[src/hw/rtl/csp_isqrt.sv]
// ----------------------------------------------------------------------------
// csp_isqrt
// pipelined integer square root, one root bit per stage, with sideband
// ----------------------------------------------------------------------------
`timescale 1ns / 1ps

module csp_isqrt #(
    parameter int N   = 32,
    parameter int SBW = 8
) (
    input  logic             aclk,
    input  logic             aresetn,
    input  logic             ce,
    input  logic             in_valid,
    input  logic [2*N-1:0]   radicand,
    input  logic [SBW-1:0]   in_sb,
    output logic             out_valid,
    output logic [N-1:0]     root,
    output logic [SBW-1:0]   out_sb
);

    logic [N+1:0]   rem_w  [0:N];
    logic [N-1:0]   root_w [0:N];
    logic [2*N-1:0] rad_w  [0:N];
    logic [SBW-1:0] sb_w   [0:N];
    logic           vld_w  [0:N];

    assign rem_w[0]  = '0;
    assign root_w[0] = '0;
    assign rad_w[0]  = radicand;
    assign sb_w[0]   = in_sb;
    assign vld_w[0]  = in_valid;

    for (genvar i = 0; i < N; i++) begin : g_stage
        logic [N+1:0]   sh, trial;
        logic           take;
        logic [N+1:0]   rem_next, rem_reg;
        logic [N-1:0]   root_next, root_reg;
        logic [2*N-1:0] rad_reg;
        logic [SBW-1:0] sb_reg;
        logic           vld_reg;

        assign sh        = {rem_w[i][N-1:0], rad_w[i][2*N-1 -: 2]};
        assign trial     = {root_w[i], 2'b01};
        assign take      = (sh >= trial);
        assign rem_next  = take ? (sh - trial) : sh;
        assign root_next = {root_w[i][N-2:0], take};

        always_ff @(posedge aclk) begin
            if (!aresetn) begin
                vld_reg <= 1'b0;
            end else if (ce) begin
                vld_reg <= vld_w[i];
            end
        end

        always_ff @(posedge aclk) begin
            if (ce) begin
                rem_reg  <= rem_next;
                root_reg <= root_next;
                rad_reg  <= {rad_w[i][2*N-3:0], 2'b00};
                sb_reg   <= sb_w[i];
            end
        end

        assign rem_w[i+1]  = rem_reg;
        assign root_w[i+1] = root_reg;
        assign rad_w[i+1]  = rad_reg;
        assign sb_w[i+1]   = sb_reg;
        assign vld_w[i+1]  = vld_reg;
    end

    assign out_valid = vld_w[N];
    assign root      = root_w[N];
    assign out_sb    = sb_w[N];

endmodule

[config.mk]
export PLATFORM = sky130hd
export DESIGN_NAME = csp_isqrt
export DESIGN_NICKNAME = d
export VERILOG_FILES = /design/src/hw/rtl/csp_isqrt.sv
export SDC_FILE = /design/constraint.sdc
export NUM_CORES = 2
export LEC_CHECK = 0
export BUFFER_PORTS_ARGS = -buffer_cell sky130_fd_sc_hd__buf_2
export CAP_MARGIN = 40
export CORE_MARGIN = 10
export CORE_UTILIZATION = 40
export DETAILED_ROUTE_END_ITERATION = 16
export SLEW_MARGIN = 15
export SYNTH_ARGS = -nofsm -noshare
export SYNTH_HDL_FRONTEND = slang
export SYNTH_SLANG_ARGS = --single-unit
[constraint.sdc]
create_clock -name aclk -period 6.25 [get_ports aclk]
set_clock_uncertainty 0.15 [all_clocks]
set_input_delay 0.9375 -clock aclk [delete_from_list [all_inputs] [get_ports aclk]]
set_output_delay 0.9375 -clock aclk [all_outputs]
set_load 0.02 [all_outputs]
# [After elaboration in Yosys (flattened, before gate mapping)]
# Index checks and enable logic that the tools add are counted.
[word_totals] out_inout_bits=41 in_bits=76 word_cells=253 regBits=2771
[classes] n_lt_le_gt_ge=32 n_addsub=31 muxes=31
[ops] cell="2-to-1 mux 32 bit" n=30
[ops] cell="greater-or-equal comparator 34 x 10 -> 1 bit" n=1
[ops] cell="greater-or-equal comparator 34 x 11 -> 1 bit" n=1
[ops] cell="greater-or-equal comparator 34 x 12 -> 1 bit" n=1
[ops] cell="greater-or-equal comparator 34 x 13 -> 1 bit" n=1
[ops] cell="greater-or-equal comparator 34 x 14 -> 1 bit" n=1
[ops] cell="greater-or-equal comparator 34 x 15 -> 1 bit" n=1
[ops] cell="greater-or-equal comparator 34 x 16 -> 1 bit" n=1
[ops] cell="greater-or-equal comparator 34 x 17 -> 1 bit" n=1
[ops] cell="greater-or-equal comparator 34 x 18 -> 1 bit" n=1
[ops] cell="greater-or-equal comparator 34 x 19 -> 1 bit" n=1
[ops] cell="greater-or-equal comparator 34 x 20 -> 1 bit" n=1
[ops] cell="greater-or-equal comparator 34 x 21 -> 1 bit" n=1
[ops] cell="greater-or-equal comparator 34 x 22 -> 1 bit" n=1
[ops] cell="greater-or-equal comparator 34 x 23 -> 1 bit" n=1
[ops] cell="greater-or-equal comparator 34 x 24 -> 1 bit" n=1
[ops] cell="greater-or-equal comparator 34 x 25 -> 1 bit" n=1
[ops] cell="greater-or-equal comparator 34 x 26 -> 1 bit" n=1
[ops] cell="greater-or-equal comparator 34 x 27 -> 1 bit" n=1
[ops] cell="greater-or-equal comparator 34 x 28 -> 1 bit" n=1
[ops] cell="greater-or-equal comparator 34 x 29 -> 1 bit" n=1
[ops] cell="greater-or-equal comparator 34 x 3 -> 1 bit" n=1
[ops] cell="greater-or-equal comparator 34 x 30 -> 1 bit" n=1
[ops] cell="greater-or-equal comparator 34 x 31 -> 1 bit" n=1
[ops] cell="41 further kinds" n=41

# [Logic depth before layout (Yosys ltp)]
[depth] word_depth=2 ltp_mapped=15 depth_no_buf=13

# [Worst setup path before layout]
# No wires, ideal clock.
[synth_timing] path_kind="reg2reg" from="register g_stage[29].rem_reg[13]" to="register g_stage[30].rem_reg[22], data pin" required_ns=5.840 synth_period_minus_slack_ns=3.847 t_arrival_ns=3.438 stages_incl_launch_ff=12 slack_ns=2.403 setup_ns=0.260 cell_sequence="edfxtp_1 > ha_1 > clkbuf_1 > a211o_1 > a21oi_1 > o21a_1 > a211oi_1 > o41a_1 > a211o_1 > a21oi_1 > clkbuf_1 > mux2_2"
[synth_via] elab_chain_len=2 elab_cells_between_ends=3
[synth_lines] element="start: declaration" line="37" text="logic [N+1:0] rem_next, rem_reg;"
[synth_lines] element="start signal: assignment" line="59" text="rem_reg <= rem_next;"
[synth_lines] element="subtractor 32 bit / greater-or-equal comparator 34 x 32 -> 1 bit (equally long branches)" line="46, 45"
[synth_lines] element="2-to-1 mux 32 bit *" line="46" text="assign rem_next = take ? (sh - trial) : sh;"
[synth_lines] element="via g_stage[30].rem_next[22]" line="37"
[synth_lines] element="end signal: assignment" line="59"
[synth_lines] element="end: declaration" line="37"
# Mark *: on every way through the listed nets, which the timed path passes. The rest lies on a longest branch.
# A chain may end at the register's enable or synchronous reset.

# [Final worst setup path]
[layout_timing] from="register g_stage[26].rem_reg[0]" to="register g_stage[27].rem_reg[4], data pin"
[layout_via] elab_chain_len=2 elab_cells_between_ends=3
[layout_lines] element="start: declaration" line="37"
[layout_lines] element="start signal: assignment" line="59"
[layout_lines] element="greater-or-equal comparator 34 x 29 -> 1 bit" line="45" text="assign take = (sh >= trial);"
[layout_lines] element="via g_stage[27].take" line="36" text="logic take;"
[layout_lines] element="2-to-1 mux 32 bit" line="46"
[layout_lines] element="via g_stage[27].rem_next[4]" line="37"
[layout_lines] element="end signal: assignment" line="59"
[layout_lines] element="end: declaration" line="37"
# The timed path passes the listed nets, and every way through them passes these cells.

==> flow_metrics.env <==
export IMPL_critPathCaptureType="register"
export IMPL_crit_fanout=12
export IMPL_crit_start="g_stage[26].rem_reg[0]"
export IMPL_firstDrtPassIters=6
export IMPL_clkLatencyLatePin_ns=0.91
export IMPL_overflow=0
export IMPL_relSlewSlack=0.262
export IMPL_finish_net_count=10300
export IMPL_core_mm2=0.309
export IMPL_worstSetupStartpointType="register"
export IMPL_status="complete, no violations"
export IMPL_synthTopCellsByArea="edfxtp_1 (66%), ha_1 (5.7%), xnor2_1 (3.0%)"
export IMPL_drv_slew=0
export IMPL_maxCapViolations=0
export IMPL_grt_pass1_wl_um=408000
export IMPL_syn_to_final_growth_pct=13.2
export IMPL_instances_no_fill=14000
export IMPL_synth_yosys_seq_area_share=0.665
export IMPL_grt_max_degree=206
export IMPL_io_buffer_count=116
export IMPL_fp_dieH_um=576
export IMPL_remaining_drc_errors=0
export IMPL_cts_sinks=2754
export IMPL_yosysTopAreaCell="edfxtp_1"
export IMPL_clock_fmax_ghz=0.230
export IMPL_wl_um=260000
export IMPL_netlist_instances=9264
export IMPL_criticalPathCategory="reg -> reg"
export IMPL_setup_tns_final_ns=0
export IMPL_worst_pin_slew_ns=1.11
export IMPL_met1_usage=0.213
export IMPL_placedCellCount=13400
export IMPL_gr_usage_met2=0.241
export IMPL_viasPerCell=5.22
export IMPL_dieWidth_um=576
export IMPL_grt_pass1_vias=72000
export IMPL_htree_levels=5
export IMPL_antenna_found_initial=7
export IMPL_synth_async_sr_flop_share=0
export IMPL_numCtsBuffers=308
export IMPL_worst_ir_drop_vdd_mv=0.244
export IMPL_ys_warn_count=0
export IMPL_syn_nets=9901
export IMPL_min_period_ns=4.35
export IMPL_final_area_mm2=0.140
export IMPL_hpwl_um=185000
export IMPL_finalCritPeriodShare=0.696
export IMPL_synth_edf_count=2722
export IMPL_synth_cell_types=87
export IMPL_cts_max_path_buffers=4
export IMPL_drtAntennaViolNets=0
export IMPL_busiest_layer="met2"
export IMPL_die_area_mm2=0.332
export IMPL_powerDensity_mw_per_mm2=378
export IMPL_grt_use_total=0.151
export IMPL_power_leakage_nw=52.9
export IMPL_largest_reg_flops=992
export IMPL_root_buffer="clkbuf_16"
export IMPL_wl_per_cell_um=18.6
export IMPL_drive_gt1_frac=0.0797
export IMPL_rsz0062_at_grt="no"
export IMPL_required_ns=6.73
export IMPL_synth_main_ff_cell="edfxtp_1"
export IMPL_hold_start="radicand[40]"
export IMPL_syn_area_mm2=0.124
export IMPL_hold_class="in -> reg"
export IMPL_cts_resized=0
export IMPL_finalHoldViolCount=0
export IMPL_ys_ff_latch=2754
export IMPL_use_met3=0.0255
export IMPL_finalSetupViolCount=0
export IMPL_drt_iter0_markers=5736
export IMPL_postPlaceCellArea_mm2=0.130
export IMPL_synth_top_area_frac=0.660
export IMPL_rows=204
export IMPL_gp_congestion=0.909
export IMPL_vias=73000
export IMPL_cts_tree="done"
export IMPL_syn_area_per_cell_um2=13.4
export IMPL_critPathArrivalTime_ns=4.82
export IMPL_r2r_start="g_stage[26].rem_reg[0]"
export IMPL_initial_core_util=0.401
export IMPL_cts_reportedPaths_clkPinSlew_ns=0.06
export IMPL_io_pins=117
metrics by stage:
step	power, mW	hold slack [ns]	utilization	setup slack (ns)
floorplan	32.1	0.250	-	2.40
global placement	35.4	0.250	0.420	1.99
detailed placement	35.6	0.255	0.420	1.92
CTS	53.7	0.000128	0.454	1.87
global route	55.9	0.0320	0.454	1.60
finish	53.1	0.0818	0.454	1.90
power breakdown:
group / internal [mW] / leakage (nW) / switching, mW
Combinational: 4.38 / 21.6 / 6.15
Sequential: 23.3 / 26.5 / 1.55
Clock: 10.3 / 4.83 / 7.46
logic make-up (layout without fill, tap and decap cells):
logic type               count (synthesis)  count (layout)  synth area share
other                                    1               7         0.0000303
buffers and inverters                  879            1477            0.0268
flip-flops                            2754            2754             0.665
adder cells (fa/ha/maj)                561             561            0.0567
AO/OA/AOI/OAI                         1806            1806            0.0906
AND/OR/NAND/NOR                       2331            2331            0.0927
multiplexers                           124             124            0.0109
XOR/XNOR                               808             808            0.0571
worst paths after layout:
check	endpoint	slack, ns	depth (start not counted)
setup / recovery	g_stage[27].rem_reg[4]	1.90	11
hold / removal	g_stage[0].rad_reg[42]	0.08	1
setup reg to reg	g_stage[27].rem_reg[4]	1.90	11
hold reg to reg	g_stage[12].rad_reg[26]	0.23	0
routing by layer:
layer | vias up | part of all wire | routed length, um
met5 | - | 0.000050 | 13
met4 | 2 | 0.025 | 6610
met3 | 425 | 0.055 | 14300
met2 | 1875 | 0.46 | 119000
met1 | 35600 | 0.46 | 120000
li1 | 35100 | - | -
cell type report:
cell class	count	area, um2
flip-flops and latches	2754	82400
diodes	6	15.0
clock inverters	178	2030
well taps	4120	5150
multi-input cells	5631	38200
repair buffers	240	1880
inverters	691	2590
fillers	27200	168000
clock buffers	368	7950
what timing repair did:
action                    in CTS  in global routing
hold buffers                  47                  0
hold endpoints to repair      47                  0
setup buffers                  0                  0
cell usage in the layout, fill, tap and decap left out, types with 52 or more instances in the layout:
master        n
a21o_1      225
a21oi_1     594
a31oi_1      57
and3_1       52
buf_2       119
clkbuf_1     59
clkbuf_16   309
clkinv_1     54
edfxtp_1   2722
ha_1        561
inv_1       686
mux2_2       80
nand2_1     563
nand2b_1     93
nand3_1     155
nand4_1     110
nor2_1      622
nor2b_1     108
nor3_1      209
nor4_1       91
o21a_1       99
o21ai_0     426
o31ai_1      56
or3_1        79
or4_1        54
xnor2_1     422
xor2_1      386
cells in the mapped netlist (79+ instances only):
library cell	number
nor2_1	623
a21oi_1	596
nor4_1	92
nand2_1	563
ha_1	561
or3_1	79
o21a_1	99
nand4_1	110
clkbuf_1	177
nor2b_1	108
nand3_1	155
nor3_1	210
inv_1	686
xor2_1	386
o21ai_0	427
mux2_2	80
nand2b_1	93
edfxtp_1	2722
xnor2_1	422
a21o_1	225
critical path, stage by stage (launching register included):
cell,delay [ns]
edfxtp_1,0.40
ha_1,0.36
nor2b_1,0.16
o2111a_1,0.27
o21ai_0,0.33
a2111oi_0,0.20
buf_1,0.17
a31oi_1,0.42
nand2_1,0.18
a311oi_4,0.51
clkinv_1,0.51
mux2_2,0.41
(Power assumes the default switching activity.)
