[src/hw/rtl/csp_skid.sv]
// ----------------------------------------------------------------------------
// csp_skid
// output register with one skid entry, registered ready toward the pipeline
// ----------------------------------------------------------------------------
`timescale 1ns / 1ps

module csp_skid #(
    parameter int DW = 8
) (
    input  logic          aclk,
    input  logic          aresetn,
    input  logic          in_valid,
    input  logic [DW-1:0] in_data,
    output logic          in_ready,
    output logic          out_valid,
    input  logic          out_ready,
    output logic [DW-1:0] out_data
);

    logic          out_valid_reg, out_valid_next;
    logic          skid_valid_reg, skid_valid_next;
    logic [DW-1:0] out_data_reg, skid_data_reg;
    logic          take, drain;

    assign take  = in_valid && !skid_valid_reg;
    assign drain = !out_valid_reg || out_ready;

    always_comb begin
        out_valid_next  = out_valid_reg;
        skid_valid_next = skid_valid_reg;
        if (drain) begin
            out_valid_next  = skid_valid_reg || take;
            skid_valid_next = 1'b0;
        end else if (take) begin
            skid_valid_next = 1'b1;
        end
    end

    always_ff @(posedge aclk) begin
        if (!aresetn) begin
            out_valid_reg  <= 1'b0;
            skid_valid_reg <= 1'b0;
        end else begin
            out_valid_reg  <= out_valid_next;
            skid_valid_reg <= skid_valid_next;
        end
    end

    always_ff @(posedge aclk) begin
        if (drain) begin
            out_data_reg <= skid_valid_reg ? skid_data_reg : in_data;
        end
        if (take && !drain) begin
            skid_data_reg <= in_data;
        end
    end

    assign in_ready  = !skid_valid_reg;
    assign out_valid = out_valid_reg;
    assign out_data  = out_data_reg;

endmodule
[config.mk]
export PLATFORM = sky130hd
export DESIGN_NAME = csp_skid
export DESIGN_NICKNAME = d
export VERILOG_FILES = /design/src/hw/rtl/csp_skid.sv
export SDC_FILE = /design/constraint.sdc
export NUM_CORES = 1
export LEC_CHECK = 0
export ABC_AREA = 1
export ABC_CLOCK_PERIOD_IN_PS = 3260
export BUFFER_PORTS_ARGS = -buffer_cell sky130_fd_sc_hd__buf_4
export CELL_PAD_IN_SITES_DETAIL_PLACEMENT = 0
export CELL_PAD_IN_SITES_GLOBAL_PLACEMENT = 1
export CORE_UTILIZATION = 23
export CTS_CLUSTER_SIZE = 12
export DETAILED_ROUTE_END_ITERATION = 10
export PLACE_DENSITY = 0.52
export SYNTH_ARGS = -nofsm -noshare
export SYNTH_HDL_FRONTEND = slang
export SYNTH_SLANG_ARGS = --single-unit
[constraint.sdc]
create_clock -name aclk -period 3.26 [get_ports aclk]
set_clock_uncertainty 0.05 [all_clocks]
set_input_delay 0.326 -clock aclk [delete_from_list [all_inputs] [get_ports aclk]]
set_output_delay 0.326 -clock aclk [all_outputs]
set_load 0.02 [all_outputs]
-- After elaboration in Yosys (flattened, before gate mapping)
Cells that the tools add are included.
- reduce and logical (&&, ||, !) cells: 8
- bitwise gates (word level): 1
- muxes and demuxes: 1
- operator list (kind ; number):
    $mux W8 ; 1
    $logic_not A1 Y1 ; 3
    $logic_and A1 B1 Y1 ; 2
    $logic_or A1 B1 Y1 ; 2
    $reduce_or A2 Y1 ; 1
    $not A1 Y1 ; 1
- bits in registers: 18
- word-level logic and storage cells: 14

-- Logic depth before layout (Yosys ltp)
Gate-level depths: netlist of the first run.
- word-level depth: 4
- gate-level depth with buffers: 3
- depth with buffers taken out: 3

-- Worst setup path after synthesis of the first run
OpenSTA, ideal clock, no wires.
- kind: reg-to-reg
- from: reg out_valid_reg, in the netlist out_valid
- to: reg skid_data_reg[0], enable pin
- buffers on the path: 0
- arrival: 1.118 ns
- slack: 1.722 ns
- stages on the path, launching flop included: 3
- required time: 2.840 ns
- cell sequence: dfxtp_1 nand2_1 nor2_1
- word-level cells in the longest chain between the ends: 4
- ends and longest elaborated chain (what ; RTL line ; text):
    start: declaration ; 20 ; logic out_valid_reg, out_valid_next;
    start signal: assignment ; 44 ; out_valid_reg <= out_valid_next;
    $logic_not A1 Y1 ; 26 ; assign drain = !out_valid_reg || out_ready;
    $logic_or A1 B1 Y1 ; 26 ;
    via drain ; 23 ; logic take, drain;
    $logic_not A1 Y1 ; 53 ; if (take && !drain) begin
    $logic_and A1 B1 Y1 ; 53 ;
    end signal: assignment ; 54 ; skid_data_reg <= in_data;
    end: declaration ; 22 ; logic [DW-1:0] out_data_reg, skid_data_reg;
The timed path passes the listed nets, and every way through them passes these cells.
A chain may end at the register's enable or synchronous reset.

-- Worst setup path in the final report of the first run
- from: reg skid_valid_reg
- to: out in_ready
- word-level cells in the longest chain between the ends: 1
- ends and longest elaborated chain (what ; RTL line ; text):
    start: declaration ; 21 ; logic skid_valid_reg, skid_valid_next;
    start signal: assignment ; 45 ; skid_valid_reg <= skid_valid_next;
    $logic_not A1 Y1 ; 58 ; assign in_ready = !skid_valid_reg;
    end: declaration ; 14 ; output logic in_ready,
No other way between the ends.

==> impl_metrics.toml, run 1 <==
[outcome]
status = "completed"

[final_layout]
nets = 90
multi_input_area_sq_um = 125
n_fill_cell = 301
n_antenna_cell = 0
regArea_sq_um = 520
drive_gt1_frac = 0.351
final_util = 0.321
area_growth_pct = 33.3

[synth]
syn_avg_cell_area_sq_um = 12.5
ys.flop_type = "edfxtp_1"
yosysMostFrequentCell = "nand2_1"
synthDistinctLibCells = 10
yosys_warnings = 0
postSynthCellCount = 53
synth_seq_area_share = 0.783
yosysTopAreaCell = "edfxtp_1"
syn_nets = 65
synth-seq-cells = 18
synth_edf_count = 16
ys_top_cells_by_area = "edfxtp_1 (72%), nand2_1 (15%), dfxtp_1 (6.0%)"
synth_top_cell_area_share = 0.723
synthesis.area_sq_um = 664
async_reset_ff_frac = 0
ys_top_cells_by_count = "nand2_1 (27), edfxtp_1 (16), dfxtp_1 (2), nor2_1 (2)"

[clocking]
cts_setup_buffers = 0
cts_buffer_depth = 2
clk_latency_ns = 0.28
clk_pin_slew_ns = 0.10
cts_tree = "built"
hold_buffers = 0
clock_sinks = 18
cts-root-buf = "clkbuf_4"
cts_max_level = 1
cts_resized = 0
cts_buffers = 3

[critical_path]
path_cells = "inv_2 -> buf_4"
crit_family = "flip-flops"
path_buf_inv = 2
crit_required_ns = 2.88
reg2reg_depth = 2
slowest_delay_ns = 0.58
r2r_slack_ns = 1.63
worstReg2RegStart = "out_valid"
crit_path_end_kind = "output port"
path_max_fanout = 11
slowest_stage = "dfxtp_1"
crit_type = "reg2out"
critPathLaunchType = "flop"
cp.arrival_ns = 1.26
critical_path.startpoint = "skid_valid_reg"
r2r-end = "skid_data_reg[4]"

[detailed_routing]
drt_wl_total_mm = 1.21
final_antenna_net_count = 0
dr_total_vias = 426
drc = 0
first_pass_iters = 3
drt_iter0_drc = 7
detail_route.wl_per_cell_um = 11.2
post_drt_via_cell_ratio = 3.94

[worst_hold_path]
hold_depth = 1
min-delay-start = "in_data[0]"
hold_class = "in2reg"
holdPathEnd = "skid_data_reg[0]"

[timing]
report.final.setup_viol = 0
fmaxAchievable_ghz = 0.611
rsz0062_at_grt = "false"
layout_min_cycle_time_ns = 1.64
drv_slew = 0
worst_pin_slew_ns = 0.618
final-hold-violation-count = 0
setup_tns_ns = 0
relSlewSlack = 0.586
post-route-period-util = 0.502

[run]
drv_cap = 0

[place]
place.gp.congestion = 0.621
dp_hpwl_um = 890
port-buffer-count = 21

[floorplan]
start_util = 0.241
rows = 19
core_sq_mm = 0.00276
pin_count = 22
dieHeight_um = 55.7
dieArea_sq_mm = 0.00311
die_w_um = 55.7

[global_routing]
grt_pass1_vias = 442
gr-total-overflow = 0
grt_first_pass_wirelength_mm = 2.13
grt_antenna_before_repair = 0
grt_max_degree = 12
grt.total_usage = 0.0950

[pwr]
ir_drop_mv = 0.197
p_per_area_mw_per_mm2 = 514
leakagePower_uw = 0.000386
==> metal layers <==
metal | GRT usage | up-vias | share of wire
met5 | 0 | - | 0
met4 | 0.0536 | 0 | 0.016
met3 | 0.0279 | 2 | 0.044
met2 | 0.146 | 13 | 0.48
met1 | 0.119 | 188 | 0.46
li1 | - | 223 | -
==> worst reg2reg max path: stages (launching register included) <==
cell	delay (ns)
dfxtp_1	0.37
nand2_1	0.27
nor2_1	0.59
==> layout make-up <==
type | count | share of cell area
repair buffers | 21 | 0.178
well taps | 31 | 0.0438
clock buffers | 4 | 0.0410
inverters | 2 | 0.00847
flip-flops and latches | 18 | 0.588
multi-input cells | 32 | 0.141
==> through the flow <==
step / cell area, sq um / total power, uW / setup slack [ns] / hold slack (ns) / cells
after floorplan: 664 / 299 / 1.72 / 0.375 / 53
after global placement: 850 / 328 / 1.50 / 0.459 / 104
after detailed placement: 850 / 329 / 1.48 / 0.459 / 104
after CTS: 886 / 463 / 1.58 / 0.156 / 108
after global routing: 886 / 479 / 1.43 / 0.154 / 108
final: 886 / 455 / 1.62 / 0.169 / 108
==> cells by family after synthesis <==
kind of cell / count (synthesis) / share of synthesized area
buf+inv: 3 / 0.0282
flops: 18 / 0.783
simple gates: 31 / 0.181
compound gates: 1 / 0.00753
==> worst max-delay path by stage <==
| stage | endpoint | cells after the start |
|---|---|---|
| 5_1_grt | skid_data_reg[4] | 3 |
| 3_5_place_dp | skid_data_reg[3] | 4 |
| 4_1_cts | in_ready | 2 |
| 2_1_floorplan | skid_data_reg[0] | 2 |
| 6_report | in_ready | 2 |
| 3_3_place_gp | skid_data_reg[3] | 4 |
==> cell usage in the layout (no fill, tap or decap) <==
cell type | Yosys | routed
clkbuf_8 | 0 | 1
inv_2 | 1 | 1
clkbuf_4 | 0 | 3
o21ai_1 | 1 | 1
inv_1 | 1 | 1
nand2_1 | 27 | 27
buf_4 | 0 | 21
nor2_2 | 1 | 1
nor2_1 | 2 | 2
nand3_1 | 1 | 1
dfxtp_1 | 2 | 2
edfxtp_1 | 16 | 16
==> where the power goes <==
| part | internal (uW) | switching (uW) | leakage, uW | total (uW) |
|---|---|---|---|---|
| logic | 23.9 | 28.3 | 0.000193 | 52.1 |
| registers | 265 | 4.51 | 0.000172 | 270 |
| clock network | 67.9 | 65.7 | 0.0000210 | 134 |
| total | 357 | 98.4 | 0.000386 | 455 |
No activity file was read; power rests on OpenSTA's default activity.
==> run 2: changes to the inputs <==
--- a/config.mk
+++ b/config.mk
@@ -6,7 +6,7 @@
 export NUM_CORES = 1
 export LEC_CHECK = 0
 export ABC_AREA = 1
-export ABC_CLOCK_PERIOD_IN_PS = 3260
+export ABC_CLOCK_PERIOD_IN_PS = 1700
 export BUFFER_PORTS_ARGS = -buffer_cell sky130_fd_sc_hd__buf_4
 export CELL_PAD_IN_SITES_DETAIL_PLACEMENT = 0
 export CELL_PAD_IN_SITES_GLOBAL_PLACEMENT = 1
==> constraint.sdc (replaced) <==
create_clock -name aclk -period 1.7 [get_ports aclk]
set_clock_uncertainty 0.05 [all_clocks]
set_input_delay 0.17 -clock aclk [delete_from_list [all_inputs] [get_ports aclk]]
set_output_delay 0.17 -clock aclk [all_outputs]
set_load 0.02 [all_outputs]
==> run 2 against run 1 <==
Compared with the run above: critical path depth unchanged; highest routed layer unchanged; sequential power increased by 91%; clock power increased by 63%; non-clock buffer count increased by 9; flip-flop and latch count unchanged; first-iteration DRC count increased to 2.7 times the previous value; total power increased by 87%; wire length decreased by 5.1%; clock-buffer cell count unchanged; critical path type unchanged.
==> impl_metrics.toml, run 2 (synthesized netlist as in run 1, its figures left out) <==
[worst_hold_path]
hold_class = "in2reg"
hold_depth = 1
holdPathEnd = "skid_data_reg[6]"
min-delay-start = "in_data[6]"

[final_layout]
final_cell_mix = "nand2_1 (27), buf_4 (23), edfxtp_1 (16)"
nets = 99
stdcell_count = 117
drive_gt1_frac = 0.326
final_util = 0.348
final_cell_area_sq_um = 961
final_common_cell = "nand2_1"
area_growth_pct = 44.6
n_fill_cell = 294
n_antenna_cell = 0

[timing]
report.final.setup_viol = 0
layout_min_cycle_time_ns = 1.45
fmaxAchievable_ghz = 0.689
setup_tns_ns = 0
holdWs_ns = 0.0214
relSlewSlack = 0.734
drv_slew = 0
rsz0062_at_grt = "false"
final-hold-violation-count = 0
worst_pin_slew_ns = 0.398
post-route-period-util = 0.854

[detailed_routing]
drt_iter0_drc = 19
dr_total_vias = 459
post_drt_via_cell_ratio = 3.92
drt_wl_total_mm = 1.14
detail_route.wl_per_cell_um = 9.77
drc = 0
first_pass_iters = 4
final_antenna_net_count = 0

[critical_path]
crit_required_ns = 1.48
crit_type = "reg2out"
critPathLaunchType = "flop"
reg2reg_depth = 4
path_max_fanout = 11
crit_path_end_kind = "output port"
r2r-end = "skid_data_reg[0]"
cp.arrival_ns = 1.23
worstReg2RegStart = "skid_valid_reg"
r2r_slack_ns = 0.38

[floorplan]
dieHeight_um = 55.7
pin_count = 22
dieArea_sq_mm = 0.00311
core_sq_mm = 0.00276
start_util = 0.241
rows = 19
die_w_um = 55.7

[outcome]
status = "completed"

[clocking]
cts_max_level = 1
cts_buffer_depth = 2
cts_buffers = 3
cts-root-buf = "clkbuf_4"
cts_resized = 0
clk_pin_slew_ns = 0.10
clock_sinks = 18
cts_tree = "built"
clk_latency_ns = 0.29

[pwr]
ir_drop_mv = 0.630
leakagePower_uw = 0.000419
p_per_area_mw_per_mm2 = 886

[place]
placed_cell_area_sq_um = 865
dpl.cell_count = 106
port-buffer-count = 21
place.gp.congestion = 0.654

[global_routing]
grt_max_degree = 12
grt_antenna_before_repair = 0
grt_pass1_vias = 382
grt.total_usage = 0.0815
grt_first_pass_wirelength_mm = 1.80
gr-total-overflow = 0

[run]
drv_cap = 0
==> run 2: changes by cell type in the layout (fill, tap and decap cells not counted), sizes merged <==
cell / before / now
dlygate4sd3: 0 / 7
buf: 21 / 23
==> run 2: where the power goes <==
| group | switching [uW] | total [uW] | leakage (uW) | internal (uW) |
|---|---|---|---|---|
| sequential | 8.13 | 516 | 0.000172 | 508 |
| clock | 128 | 219 | 0.0000150 | 91.2 |
| combinational | 56.3 | 115 | 0.000232 | 59.0 |
==> run 2: cell type report <==
type                       instances  area [sq um]  area share
multi-input combinational         32           125       0.130
inverter                           2          7.51     0.00781
tap                               31          38.8      0.0404
sequential                        18           520       0.542
clock buffer                       4          26.3      0.0273
timing repair buffer              30           243       0.253
==> run 2: per-layer routing <==
metal / vias up / global-route usage / share of wire
met4: 0 / 0.0321 / 0.017
met3: 2 / 0.0488 / 0.054
met2: 15 / 0.119 / 0.46
met1: 200 / 0.0976 / 0.47
li1: 242 / - / -
met5: - / 0 / 0
==> run 2: worst max path at each step <==
stage	startpoint	endpoint	slack, ns
floorplan	out_valid	skid_data_reg[0]	0.16
global placement	skid_valid_reg	skid_data_reg[3]	0.38
detailed placement	skid_valid_reg	skid_data_reg[0]	0.37
CTS	skid_valid_reg	in_ready	0.22
global route	skid_valid_reg	in_ready	0.10
finish	skid_valid_reg	in_ready	0.25
==> run 2: stage by stage <==
stage | setup WS (ns) | total power (uW)
2_1_floorplan | 0.162 | 573
3_3_place_gp | 0.380 | 632
3_5_place_dp | 0.375 | 631
4_1_cts | 0.215 | 851
5_1_grt | 0.104 | 896
6_report | 0.248 | 851
==> run 2: repair_timing <==
item	CTS	global route
hold buffers	0	7
endpoints found under the hold margin	0	7
setup buffers	0	0
==> run 2: critical path, cell delays in order, from the launching register on <==
cell and delay (ns):
dfxtp_1 0.57, inv_2 0.17, buf_4 0.20
